==> config.mk <==
export PLATFORM = sky130hd
export DESIGN_NAME = round_robin_entry_queue
export DESIGN_NICKNAME = d
export VERILOG_FILES = /design/src/rtl/rrq_pkg.sv /design/src/rtl/rrq_cell.sv /design/src/rtl/round_robin_entry_queue.sv
export SDC_FILE = /design/constraint.sdc
export NUM_CORES = 2
export LEC_CHECK = 0
export ABC_CLOCK_PERIOD_IN_PS = 10200
export BUFFER_PORTS_ARGS = -buffer_cell sky130_fd_sc_hd__buf_2
export CAP_MARGIN = 15
export CORE_MARGIN = 4
export CORE_UTILIZATION = 60
export DETAILED_ROUTE_END_ITERATION = 7
export PLACE_DENSITY_LB_ADDON = 0.2
export SETUP_SLACK_MARGIN = 0.3
export SKIP_LAST_GASP = 1
export SYNTH_ARGS = -nofsm -noshare
export SYNTH_HDL_FRONTEND = slang
export SYNTH_SLANG_ARGS = --single-unit
==> constraint.sdc <==
create_clock -name clk -period 10.2 [get_ports clk]
set_input_delay 0.51 -clock clk [delete_from_list [all_inputs] [get_ports clk]]
set_output_delay 0.51 -clock clk [all_outputs]
set_load 0.03 [all_outputs]
==> src/rtl/rrq_pkg.sv <==
// shared types and codes for the round-robin entry queue
package rrq_pkg;

    // operation codes carried in the input tuser
    localparam logic [2:0] OP_PUSH    = 3'd0;
    localparam logic [2:0] OP_POP     = 3'd1;
    localparam logic [2:0] OP_ADVANCE = 3'd2;
    localparam logic [2:0] OP_REMOVE  = 3'd3;
    localparam logic [2:0] OP_FIND    = 3'd4;

    // status codes carried in the output tuser
    localparam logic [1:0] ST_OK      = 2'd0;
    localparam logic [1:0] ST_EMPTY   = 2'd1;
    localparam logic [1:0] ST_FULL    = 2'd2;
    localparam logic [1:0] ST_MISSING = 2'd3;

    localparam int ID_W      = 32;
    localparam int PLAYER_W  = 2;
    localparam int PAYLOAD_W = 16;

    // one stored queue entry
    typedef struct packed {
        logic [ID_W-1:0]      id;
        logic [PLAYER_W-1:0]  player;
        logic [PAYLOAD_W-1:0] payload;
    } entry_t;

    // what every cell of the chain does in a cycle
    typedef enum logic [1:0] {
        CELL_HOLD,
        CELL_WRITE,
        CELL_SHIFT,
        CELL_ROTATE
    } cell_op_t;

endpackage

==> src/rtl/rrq_cell.sv <==
// one queue cell: holds an entry and takes data from its neighbor, the write port or the head
module rrq_cell
    import rrq_pkg::*;
#(
    parameter int IDX   = 0,
    parameter int CNT_W = 5
)
(
    input  logic             clk,
    input  cell_op_t         cell_op,
    input  logic [CNT_W-1:0] count,
    input  entry_t           wr_entry,
    input  entry_t           head_entry,
    input  entry_t           next_entry,
    output entry_t           entry
);

    entry_t entry_reg;
    entry_t entry_next;
    logic   is_tail;
    logic   is_last;
    logic   is_inner;

    // position of this cell against the fill level
    assign is_tail  = (count == CNT_W'(IDX));
    assign is_last  = (count == CNT_W'(IDX + 1));
    assign is_inner = (count > CNT_W'(IDX + 1));

    // select the next content of the cell
    always_comb
    begin
        entry_next = entry_reg;
        unique case (cell_op)
            CELL_WRITE:
            begin
                if (is_tail)
                begin
                    entry_next = wr_entry;
                end
            end
            CELL_SHIFT:
            begin
                if (is_inner)
                begin
                    entry_next = next_entry;
                end
            end
            CELL_ROTATE:
            begin
                if (is_inner)
                begin
                    entry_next = next_entry;
                end
                else if (is_last)
                begin
                    entry_next = head_entry;
                end
            end
            default:
            begin
                entry_next = entry_reg;
            end
        endcase
    end

    // entry storage
    always_ff @(posedge clk)
    begin
        entry_reg <= entry_next;
    end

    assign entry = entry_reg;

endmodule

==> src/rtl/round_robin_entry_queue.sv <==
// top level of the round-robin entry queue
// The queue is a row of CAPACITY cells, cell 0 holding the head; one transaction
// is taken at a time. Push, pop, advance and unknown opcodes are carried out on
// acceptance. A remove rotates until the match reaches the head and then pops
// it, and a failed remove or any find rotates through the whole count, because
// the cell chain rotates by one place per cycle while the head cell is compared
// with the key. A find rotates the full count so the order is left as it was.
// The next transaction is accepted once the result has been loaded into the
// output register.
module round_robin_entry_queue
    import rrq_pkg::*;
#(
    parameter int CAPACITY = 16,
    localparam int CNT_W    = $clog2(CAPACITY + 1),
    localparam int IDX_W    = $clog2(CAPACITY),
    localparam int OUT_W    = ((2 * ID_W + PLAYER_W + PAYLOAD_W + CNT_W + 1 + 7) / 8) * 8
)
(
    input  logic             clk,
    input  logic             rst_n,
    input  logic             s_tvalid,
    output logic             s_tready,
    input  logic [2:0]       s_tuser,   // op
    input  logic [55:0]      s_tdata,   // player, payload, key_id, zero fill
    output logic             m_tvalid,
    input  logic             m_tready,
    output logic [1:0]       m_tuser,   // status
    output logic [OUT_W-1:0] m_tdata    // out_id, out_player, out_payload, count,
                                        // head_valid, head_id, zero fill
);

    typedef enum logic [1:0] {
        S_IDLE,
        S_SEARCH,
        S_REPORT
    } state_t;

    state_t               state_reg, state_next;
    logic [CNT_W-1:0]     count_reg, count_next;
    logic [ID_W-1:0]      id_ctr_reg, id_ctr_next;
    logic [IDX_W-1:0]     step_reg, step_next;
    logic                 found_reg, found_next;
    logic                 is_find_reg, is_find_next;
    logic [ID_W-1:0]      key_reg, key_next;
    logic [1:0]           res_status_reg, res_status_next;
    entry_t               res_entry_reg, res_entry_next;
    logic                 m_tvalid_reg, m_tvalid_next;
    logic [1:0]           m_tuser_reg, m_tuser_next;
    logic [OUT_W-1:0]     m_tdata_reg, m_tdata_next;

    cell_op_t             cell_op;
    entry_t               wr_entry;
    entry_t               cells [CAPACITY];
    entry_t               head;
    logic                 key_match;
    logic                 out_free;
    logic [ID_W-1:0]      id_inc;
    logic [2:0]           in_op;
    entry_t               in_entry;
    logic [ID_W-1:0]      in_key;
    logic                 head_valid;
    logic [ID_W-1:0]      head_id;

    // unpack the input transaction
    assign in_op            = s_tuser;
    assign in_entry.player  = s_tdata[1:0];
    assign in_entry.payload = s_tdata[17:2];
    assign in_entry.id      = id_inc;
    assign in_key           = s_tdata[49:18];

    assign head      = cells[0];
    assign key_match = (head.id == key_reg);
    assign out_free  = !m_tvalid_reg || m_tready;
    assign id_inc    = (id_ctr_reg == '1) ? ID_W'(1) : id_ctr_reg + ID_W'(1);
    assign wr_entry  = in_entry;

    // chain of cells, cell 0 is the head
    for (genvar i = 0; i < CAPACITY; i++)
    begin : g_cell
        entry_t nxt;
        if (i == CAPACITY - 1)
        begin : g_end
            assign nxt = '0;
        end
        else
        begin : g_mid
            assign nxt = cells[i + 1];
        end

        rrq_cell #(
            .IDX   (i),
            .CNT_W (CNT_W)
        ) u_cell (
            .clk        (clk),
            .cell_op    (cell_op),
            .count      (count_reg),
            .wr_entry   (wr_entry),
            .head_entry (head),
            .next_entry (nxt),
            .entry      (cells[i])
        );
    end

    // head as seen after the operation
    assign head_valid = (count_reg != '0);
    assign head_id    = head_valid ? head.id : '0;

    // control and result sequencing
    always_comb
    begin
        state_next      = state_reg;
        count_next      = count_reg;
        id_ctr_next     = id_ctr_reg;
        step_next       = step_reg;
        found_next      = found_reg;
        is_find_next    = is_find_reg;
        key_next        = key_reg;
        res_status_next = res_status_reg;
        res_entry_next  = res_entry_reg;
        m_tvalid_next   = m_tvalid_reg;
        m_tuser_next    = m_tuser_reg;
        m_tdata_next    = m_tdata_reg;
        cell_op         = CELL_HOLD;

        if (m_tvalid_reg && m_tready)
        begin
            m_tvalid_next = 1'b0;
        end

        unique case (state_reg)
            S_IDLE:
            begin
                if (s_tvalid)
                begin
                    res_status_next = ST_OK;
                    res_entry_next  = '0;
                    state_next      = S_REPORT;
                    if (in_op == OP_PUSH)
                    begin
                        if (count_reg == CNT_W'(CAPACITY))
                        begin
                            res_status_next = ST_FULL;
                        end
                        else
                        begin
                            cell_op        = CELL_WRITE;
                            count_next     = count_reg + CNT_W'(1);
                            id_ctr_next    = id_inc;
                            res_entry_next = in_entry;
                        end
                    end
                    else if (in_op == OP_POP || in_op == OP_ADVANCE ||
                             in_op == OP_REMOVE || in_op == OP_FIND)
                    begin
                        if (count_reg == '0)
                        begin
                            res_status_next = ST_EMPTY;
                        end
                        else if (in_op == OP_POP)
                        begin
                            cell_op        = CELL_SHIFT;
                            count_next     = count_reg - CNT_W'(1);
                            res_entry_next = head;
                        end
                        else if (in_op == OP_ADVANCE)
                        begin
                            cell_op = CELL_ROTATE;
                        end
                        else
                        begin
                            key_next     = in_key;
                            is_find_next = (in_op == OP_FIND);
                            step_next    = '0;
                            found_next   = 1'b0;
                            state_next   = S_SEARCH;
                        end
                    end
                end
            end
            S_SEARCH:
            begin
                if (!is_find_reg && key_match)
                begin
                    // match at the head: pop it
                    cell_op         = CELL_SHIFT;
                    count_next      = count_reg - CNT_W'(1);
                    res_entry_next  = head;
                    res_status_next = ST_OK;
                    state_next      = S_REPORT;
                end
                else
                begin
                    cell_op   = CELL_ROTATE;
                    step_next = step_reg + IDX_W'(1);
                    if (is_find_reg && key_match && !found_reg)
                    begin
                        found_next     = 1'b1;
                        res_entry_next = head;
                    end
                    if (CNT_W'(step_reg) == count_reg - CNT_W'(1))
                    begin
                        state_next = S_REPORT;
                        if (found_reg || (is_find_reg && key_match))
                        begin
                            res_status_next = ST_OK;
                        end
                        else
                        begin
                            res_status_next = ST_MISSING;
                            res_entry_next  = '0;
                        end
                    end
                end
            end
            S_REPORT:
            begin
                if (out_free)
                begin
                    m_tvalid_next = 1'b1;
                    m_tuser_next  = res_status_reg;
                    m_tdata_next  = OUT_W'({head_id, head_valid,
                                            count_reg, res_entry_reg.payload,
                                            res_entry_reg.player, res_entry_reg.id});
                    state_next    = S_IDLE;
                end
            end
            default:
            begin
                state_next = S_IDLE;
            end
        endcase
    end

    // state and registered outputs
    always_ff @(posedge clk or negedge rst_n)
    begin
        if (!rst_n)
        begin
            state_reg      <= S_IDLE;
            count_reg      <= '0;
            id_ctr_reg     <= '0;
            step_reg       <= '0;
            found_reg      <= 1'b0;
            is_find_reg    <= 1'b0;
            key_reg        <= '0;
            res_status_reg <= ST_OK;
            res_entry_reg  <= '0;
            m_tvalid_reg   <= 1'b0;
            m_tuser_reg    <= ST_OK;
            m_tdata_reg    <= '0;
        end
        else
        begin
            state_reg      <= state_next;
            count_reg      <= count_next;
            id_ctr_reg     <= id_ctr_next;
            step_reg       <= step_next;
            found_reg      <= found_next;
            is_find_reg    <= is_find_next;
            key_reg        <= key_next;
            res_status_reg <= res_status_next;
            res_entry_reg  <= res_entry_next;
            m_tvalid_reg   <= m_tvalid_next;
            m_tuser_reg    <= m_tuser_next;
            m_tdata_reg    <= m_tdata_next;
        end
    end

    assign s_tready = (state_reg == S_IDLE);
    assign m_tvalid = m_tvalid_reg;
    assign m_tuser  = m_tuser_reg;
    assign m_tdata  = m_tdata_reg;

endmodule

==> out/results.ini <==
[drt]
drt_pre_antenna_iters = 6
routed_wl_mm = 140
vias = 32100
routedWlPerCell_um = 33.5
ant_nets = 0
drt-initial-drc-count = 4776
route.detailed.drc = 0
via_per_inst = 7.66

[timing]
setup_viol = 0
setup_tns_ps = 0
worst_slew_pin_slew_ps = 1240
relSlewSlack_pct = 17.0
fin_skew_ps = 32.6
rsz0062_at_grt = false
final_max_slew_viol_count = 0
fin_crit_ps = 5730
hold_viol = 0
timing.fmax_mhz = 174
timing.final.crit_share_pct = 56.2

[synthesis]
synth_area_leader_cell = edfxtp_1
synth_compound_area_share_pct = 21.6
synth_edf_count = 800
synth_simple_gate_area_share_pct = 5.35
synth_xor_area_share_pct = 1.74
ys_top_cells_by_area = edfxtp_1, a221o_1, dfrtp_1
synth_mux_area_share_pct = 1.49
yosysSeqAreaShare_pct = 65.5
synth_top_family_by_area = compound AO/OA/AOI/OAI gates
synthArstFlopShare_pct = 21.6
syn-num-nets = 3242
ys.flop_type = edfxtp_1
synth_area_mm2 = 0.0451
synthAdderAreaFrac_pct = 0.194
synth_commonest_cells = edfxtp_1, a221o_1, nand2_1, dfrtp_1, clkbuf_1
ys_types = 78
ys_warn_count = 0
synth.most_common_cell = edfxtp_1
synth.avg_cell_area_um2 = 14.2
synth_top_area_share_pct = 53.3
synth_cells = 3172
ys_seq_elements = 1020

[floorplanning]
die-area_mm2 = 0.0795
start_util_pct = 60.5
rows = 100
coreArea_mm2 = 0.0744
die_h_um = 282
die_x_um = 282
pin_count = 155

[critical_path]
reg2reg_slack_ps = 4470
cp_slowest_stage_delay_ps = 830
r2r_cells = 10
cp.required_ps = 10720
timing.rr.start = count_reg[0]
path_common_cell = buf_4
cp.arrival_ps = 6260
worstPathMaxFanout = 59
worstSetupStartpointType = flip-flop
r2r_end = g_cell[2].u_cell.entry[31]
crit_chain = inv_1 > ha_1 > or4b_1 > and4_4 > o21a_4 > buf_4 > nand2_4 > a21oi_4 > buf_4 > a221o_1
worstSetupEndpointType = flip-flop
critPathKind = reg2reg
cp_slowest_cell = a21oi_4

[min_path]
hold_path_class = in2reg
min_to = key_reg[13]
hold_start = s_tdata[31]
min_delay_path_depth = 3

[layout]
syn_to_final_growth_pct = 10.9
regArea_mm2 = 0.0295
fill_cells = 5122
layout.nets = 3206
antenna_cells = 0
drive_gt1_share_pct = 16.5
largest_register_ff_count = 800
multiInputGateArea_mm2 = 0.0142

[job]
cap_violations = 0

[global_routing]
grt_start_max_net_pins = 101
grt_pass1_wl_mm = 206
grt_usage_pct = 34.7
antenna_found_initial = 0
grt_pass1_vias = 31500
grt_overflow = 0

[outcome]
outcome = finished, final reports clean

[placed_design]
dp_hpwl_mm = 72.1
io_buffers = 148
gp_congestion = 0.914

[power]
power_density_mw_per_mm2 = 386
irDropWorstVdd_uv = 322
p_leak_uw = 0.0192
p_total_uw = 19300

[clocking]
postCtsSetupRepairBufs = 0
cts_tree = built
cts.sinks = 1020
numCtsBuffers = 103
clkTransAtPathRegs_ps = 60
clkLatencyLatePin_ps = 670
clock_path_buffers = 3
cts_root_buf = clkbuf_16
postCtsHoldBufs = 1
cts_resized = 0
cts.htree.levels = 3

report_power, final:
group,leakage [uW],switching (uW),internal (uW)
Sequential,0.0105,878,7190
Combinational,0.00698,5020,2360
Clock,0.00169,1600,2250
cells in the final DEF, fill, tap and decap left out, types with 10 or more instances in the layout:
| master | netlist | routed |
|---|---|---|
| a311o_1 | 14 | 13 |
| nand2_1 | 255 | 255 |
| and4_1 | 17 | 17 |
| a21oi_4 | 0 | 15 |
| clkinv_1 | 0 | 16 |
| bufinv_16 | 0 | 11 |
| o31ai_4 | 1 | 16 |
| buf_2 | 176 | 147 |
| and3_1 | 28 | 28 |
| mux2_2 | 55 | 55 |
| buf_4 | 2 | 102 |
| nand4_1 | 18 | 18 |
| a21o_1 | 101 | 100 |
| a221o_1 | 724 | 724 |
| clkbuf_8 | 0 | 10 |
| xnor2_1 | 30 | 30 |
| clkinv_2 | 0 | 24 |
| clkbuf_16 | 0 | 106 |
| a211oi_1 | 17 | 17 |
| edfxtp_1 | 800 | 800 |
| nor4_1 | 12 | 12 |
| nand3_1 | 21 | 20 |
| nor2_1 | 96 | 95 |
| clkbuf_1 | 199 | 17 |
| dfrtp_1 | 220 | 220 |
| nor3_1 | 17 | 16 |
| a21oi_1 | 41 | 33 |
| xor2_1 | 57 | 57 |
| o21ai_0 | 71 | 68 |
| inv_1 | 17 | 17 |
| and2_1 | 25 | 25 |
stage by stage:
stage / hold WS (ps) / cells / utilization, % / cell area, um^2 / worst slack [ps]
after global routing: 42.7 / 4189 / 67.1 / 50000 / 4340
after global placement: 461 / 3992 / 62.4 / 46500 / 4710
after floorplan: 214 / 3172 / - / 45100 / 1630
after CTS: 15.3 / 4182 / 67.0 / 49900 / 4590
after detailed placement: 467 / 3992 / 62.4 / 46500 / 4600
final: 50.2 / 4189 / 67.1 / 50000 / 4470
how the worst max path moves through the flow:
stage / start / to / slack, ps / cells past startpoint
2_1_floorplan: count_reg[0] / g_cell[2].u_cell.entry[0] / 1630 / 10
3_3_place_gp: count_reg[0] / g_cell[2].u_cell.entry[19] / 4710 / 10
3_5_place_dp: count_reg[0] / g_cell[2].u_cell.entry[24] / 4600 / 10
4_1_cts: count_reg[0] / g_cell[2].u_cell.entry[31] / 4590 / 10
5_1_grt: count_reg[0] / g_cell[2].u_cell.entry[17] / 4340 / 10
6_report: count_reg[0] / g_cell[2].u_cell.entry[31] / 4470 / 10
critical path, delay by kind of cell, from the launching register on:
family | cells | cell delay [ps]
AO/OA/AOI/OAI | 3 | 1790
buffers and inverters | 3 | 1650
AND/OR/NAND/NOR | 3 | 1060
flip-flops | 1 | 680
adder cells (fa/ha/maj) | 1 | 370
final cells by class:
cell class | count | area share, %
sequential | 1020 | 59.1
multi-input combinational | 1741 | 28.4
clock buffer | 133 | 5.71
timing repair buffer | 253 | 3.10
tap | 969 | 2.43
clock inverter | 56 | 1.14
inverter | 17 | 0.128
logic make-up after synthesis:
logic type | Yosys count
AO/OA/AOI/OAI | 1067
flip-flops | 1020
buffers and inverters | 411
multiplexers | 60
AND/OR/NAND/NOR | 519
adder cells (fa/ha/maj) | 7
XOR/XNOR | 88
routing by layer:
layer / GRT usage, % / part of all wire, %
met5: 0 / 0
met4: 15.6 / 5.3
met3: 9.01 / 13
met2: 53.7 / 45
met1: 47.0 / 36
Note: power is estimated with default switching activity, not from simulation.
